File: src/idw_cell.sv
// Divider cell: resolves one quotient bit by a compare and subtract, then registers.
`timescale 1ns / 1ps

module idw_cell #(
  parameter int unsigned NW    = 131,
  parameter int unsigned DNW   = 107,
  parameter int unsigned VB    = 24,
  parameter int unsigned SHIFT = 0
) (
  input  logic           clk_i,
  input  logic           rst_ni,
  input  logic           valid_i,
  output logic           ready_o,
  input  logic [NW-1:0]  rem_i,
  input  logic [DNW-1:0] den_i,
  input  logic [VB-1:0]  quo_i,
  input  logic           neg_i,
  input  logic           hit_i,
  input  logic [VB-1:0]  hres_i,
  output logic           valid_o,
  input  logic           ready_i,
  output logic [NW-1:0]  rem_o,
  output logic [DNW-1:0] den_o,
  output logic [VB-1:0]  quo_o,
  output logic           neg_o,
  output logic           hit_o,
  output logic [VB-1:0]  hres_o
);

  logic           vld_q, en;
  logic [NW-1:0]  dsh;
  logic [NW:0]    trial;
  logic           take;
  logic [VB-1:0]  quo_d;
  logic [NW-1:0]  rem_d;
  logic [NW-1:0]  rem_q;
  logic [DNW-1:0] den_q;
  logic [VB-1:0]  quo_q, hres_q;
  logic           neg_q, hit_q;

  // Trial subtraction of the shifted divisor.
  assign dsh   = NW'(den_i) << SHIFT;
  assign trial = {1'b0, rem_i} - {1'b0, dsh};
  assign take  = !trial[NW];

  always_comb begin
    quo_d        = quo_i;
    quo_d[SHIFT] = take;
    rem_d        = take ? trial[NW-1:0] : rem_i;
  end

  // The cell loads when empty or when its beat moves on.
  assign en      = !vld_q || ready_i;
  assign ready_o = en;

  always_ff @(posedge clk_i or negedge rst_ni) begin
    if (!rst_ni) begin
      vld_q <= 1'b0;
    end else if (en) begin
      vld_q <= valid_i;
    end
  end

  always_ff @(posedge clk_i) begin
    if (en) begin
      rem_q  <= rem_d;
      den_q  <= den_i;
      quo_q  <= quo_d;
      neg_q  <= neg_i;
      hit_q  <= hit_i;
      hres_q <= hres_i;
    end
  end

  assign valid_o = vld_q;
  assign rem_o   = rem_q;
  assign den_o   = den_q;
  assign quo_o   = quo_q;
  assign neg_o   = neg_q;
  assign hit_o   = hit_q;
  assign hres_o  = hres_q;

endmodule

File: config.mk
export PLATFORM = sky130hd
export DESIGN_NAME = idw_cell
export DESIGN_NICKNAME = d
export VERILOG_FILES = /design/src/idw_cell.sv
export SDC_FILE = /design/constraint.sdc
export NUM_CORES = 1
export LEC_CHECK = 0
export BUFFER_PORTS_ARGS = -buffer_cell sky130_fd_sc_hd__buf_2
export CORE_UTILIZATION = 28
export DETAILED_ROUTE_END_ITERATION = 12
export GPL_TIMING_DRIVEN = 0
export SKIP_CTS_REPAIR_TIMING = 1
export SLEW_MARGIN = 30
export SYNTH_ARGS = -nofsm -noshare
export SYNTH_HDL_FRONTEND = slang
export SYNTH_SLANG_ARGS = --single-unit
File: constraint.sdc
create_clock -name clk_i -period 28.9 [get_ports clk_i]
set_input_delay 5.78 -clock clk_i [delete_from_list [all_inputs] [get_ports clk_i]]
set_output_delay 5.78 -clock clk_i [all_outputs]
set_load 0.02 [all_outputs]
==> results.json <==
{
  "status": "finished, final reports clean",
  "grt_usage_pct": 20.8,
  "drc": 0,
  "syn_to_final_growth_pct": 28.6,
  "start_util_pct": 28.5,
  "clk_pin_slew_ns": 0.06,
  "skew_ns": 0.00993,
  "detail_route.wl_per_cell_um": 21.2,
  "cts_root_buf": "clkbuf_16",
  "synthFlopType": "edfxtp_1",
  "regToRegStartpoint": "valid_o",
  "critPathArrivalTime_ns": 7.00,
  "ir_worst_vdd_uv": 46.0,
  "slew_violations": 0,
  "timing.critical_path.required_ns": 23.12,
  "worstSkewPairLatency_ns": 0.55,
  "synthArstFlopShare_pct": 0.346,
  "setup_viol": 0,
  "dpl_cell_area_um2": 22600,
  "reg2reg_slack_ns": 26.71,
  "crit_type": "in2out",
  "mostFrequentLayoutCell": "buf_2",
  "place_inst": 3362,
  "postSynthCellCount": 1923,
  "cts_tree": "built",
  "avgSynthCellArea_um2": 9.58,
  "portBuffers": 578,
  "design.core.area_um2": 64700,
  "fillers": 6786,
  "dp_worst_setup_slack_ns": 16.12,
  "synth-seq-cells": 289,
  "gp_congestion": 0.937,
  "dieHeight_um": 258,
  "min_to": "den_o[45]",
  "grt_antenna_before_repair": 7,
  "worstSetupStartpointType": "input pin",
  "totalWireLength_mm": 72.7,
  "core.rowCount": 93,
  "ys_warn_count": 0,
  "hold_viol": 0,
  "die_w_um": 258,
  "maxCapViolations": 0,
  "synth_area_um2": 18400,
  "holdPathStages": 1,
  "h-tree-depth": 2,
  "critPathMaxFanout": 46,
  "final_cell_mix": "buf_2 (620), edfxtp_1 (288), a21oi_1 (248)",
  "postRouteAntennaNets": 0,
  "fmaxAchievable_mhz": 78.3,
  "rsz0062_at_grt": "no",
  "hold_start": "valid_o",
  "period_share_pct": 44.2,
  "worstMarginPinSlew_ns": 1.00,
  "stdcell_area_um2": 23700,
  "slew-limit-headroom_pct": 33.1,
  "yosys.area.top_type": "edfxtp_1",
  "grt_max_degree": 51,
  "dieArea_um2": 66800,
  "leakage_nw": 10.0,
  "viasPerCell": 5.08,
  "crit_path_end_kind": "primary output",
  "synth_edf_count": 288,
  "instances_no_fill": 3424,
  "tns_ns": 0,
  "synth_nets": 2323,
  "grt_pass1_wl_mm": 104,
  "r2r_end": "den_o[86]",
  "vias": 17400,
  "cts_made_buffers": 34,
  "clock_path_buffers": 3,
  "num_io_pins": 582,
  "setup_ws_ns": 16.12,
  "drtIter0Drc": 1450,
  "yosysSeqAreaShare_pct": 47.1,
  "grt_overflow": 0,
  "hp-class": "reg2reg",
  "yosysUniqueCellTypes": 86,
  "rr_worst_depth": 4,
  "p_per_area_nw_per_um2": 56.8,
  "layout-drive-gt1-share_pct": 27.6,
  "yosysTopAreaCellShare_pct": 47.0,
  "firstDrtPassIters": 5,
  "min_period_ns": 12.78,
  "post-dp-hpwl_mm": 59.3,
  "nets": 2943,
  "cts_sinks": 289,
  "synth_area_leaders": "edfxtp_1 (47%), ha_1 (7.3%), a21oi_1 (6.7%)",
  "grt_pass1_vias": 16400
}
==> flip-flops by register name, summed over array words and instances (netlist names) <==
name,flops
neg_o,1
hit_o,1
den_o,107
hres_o,24
quo_o,24
valid_o,1
rem_o,131
==> through the flow <==
step	utilization (%)	hold slack (ns)	total power, W
3_5_place_dp	34.9	1.04	0.000912
6_report	36.6	1.02	0.00134
3_3_place_gp	34.6	5.55	0.000921
2_1_floorplan	-	5.48	0.000781
4_1_cts	36.6	1.05	0.00136
5_1_grt	36.6	1.11	0.00140
==> worst max-delay path, stage by stage <==
cell and delay (ns):
buf_2 0.11, nand2b_4 0.51, buf_16 0.31, buf_2 0.22
==> cell families after synthesis <==
| kind of cell | after synthesis | share of synthesized area [%] |
|---|---|---|
| and+or+nand+nor | 613 | 16.1 |
| AOI/OAI and AO/OA | 574 | 19.1 |
| adders and majority gates | 108 | 7.38 |
| xor gates and xnor gates | 111 | 5.28 |
| DFF | 289 | 47.1 |
| muxes | 2 | 0.109 |
| buffers and inverters | 226 | 4.95 |
==> worst max path at each step <==
stage,depth (start not counted),endpoint,from,slack [ns]
after global routing,4,ready_o,ready_i,16.04
after detailed placement,4,ready_o,ready_i,16.12
after floorplan,1,ready_o,ready_i,10.30
after CTS,4,ready_o,ready_i,16.12
final,4,ready_o,ready_i,16.12
after global placement,3,ready_o,ready_i,5.82
==> routing by layer <==
layer / global-route usage, % / wire length, um
met5: 0 / 22
met4: 6.11 / 1890
met3: 4.67 / 5440
met2: 34.0 / 33800
met1: 27.4 / 31600
==> cells in the mapped netlist, types with 3 or more instances <==
cell	instances
o21bai_1	30
nor4_1	18
or2_2	6
a21boi_0	5
nor2b_1	8
a31oi_1	12
nand2_1	174
and3_1	8
xnor2_1	57
o31a_1	3
a311oi_1	7
nand3_1	38
o221ai_1	4
nor3_1	40
edfxtp_1	288
and4_1	5
ha_1	107
a221oi_1	4
nor4_2	3
and2_1	15
a221o_1	4
o211ai_1	12
o21a_1	22
nand2b_1	13
o31ai_1	16
nor3b_1	5
a21o_1	35
o21ai_0	101
a211oi_1	14
or3_1	15
inv_1	137
nand4_1	54
a2111o_1	5
buf_2	41
nor2_1	187
o41ai_1	3
or4_1	7
clkbuf_1	40
buf_1	5
o21ai_1	14
a21oi_1	248
a211o_1	3
xor2_1	54
==> area by class of cell <==
class | count | area (um^2) | area share [%]
diodes | 3 | 7.51 | 0.0317
plain buffers | 88 | 397 | 1.67
clock buffers | 45 | 956 | 4.04
clock inverters | 14 | 144 | 0.608
inverters | 138 | 518 | 2.19
multi-input cells | 1408 | 8870 | 37.5
flip-flops and latches | 289 | 8670 | 36.6
well taps | 855 | 1070 | 4.52
repair buffers | 584 | 3040 | 12.9
==> power by group <==
group          internal [W]  switching (W)
Clock              0.000259       0.000178
Sequential         0.000523      0.0000109
Combinational      0.000125       0.000249
No activity file was read; power rests on OpenSTA's default activity.
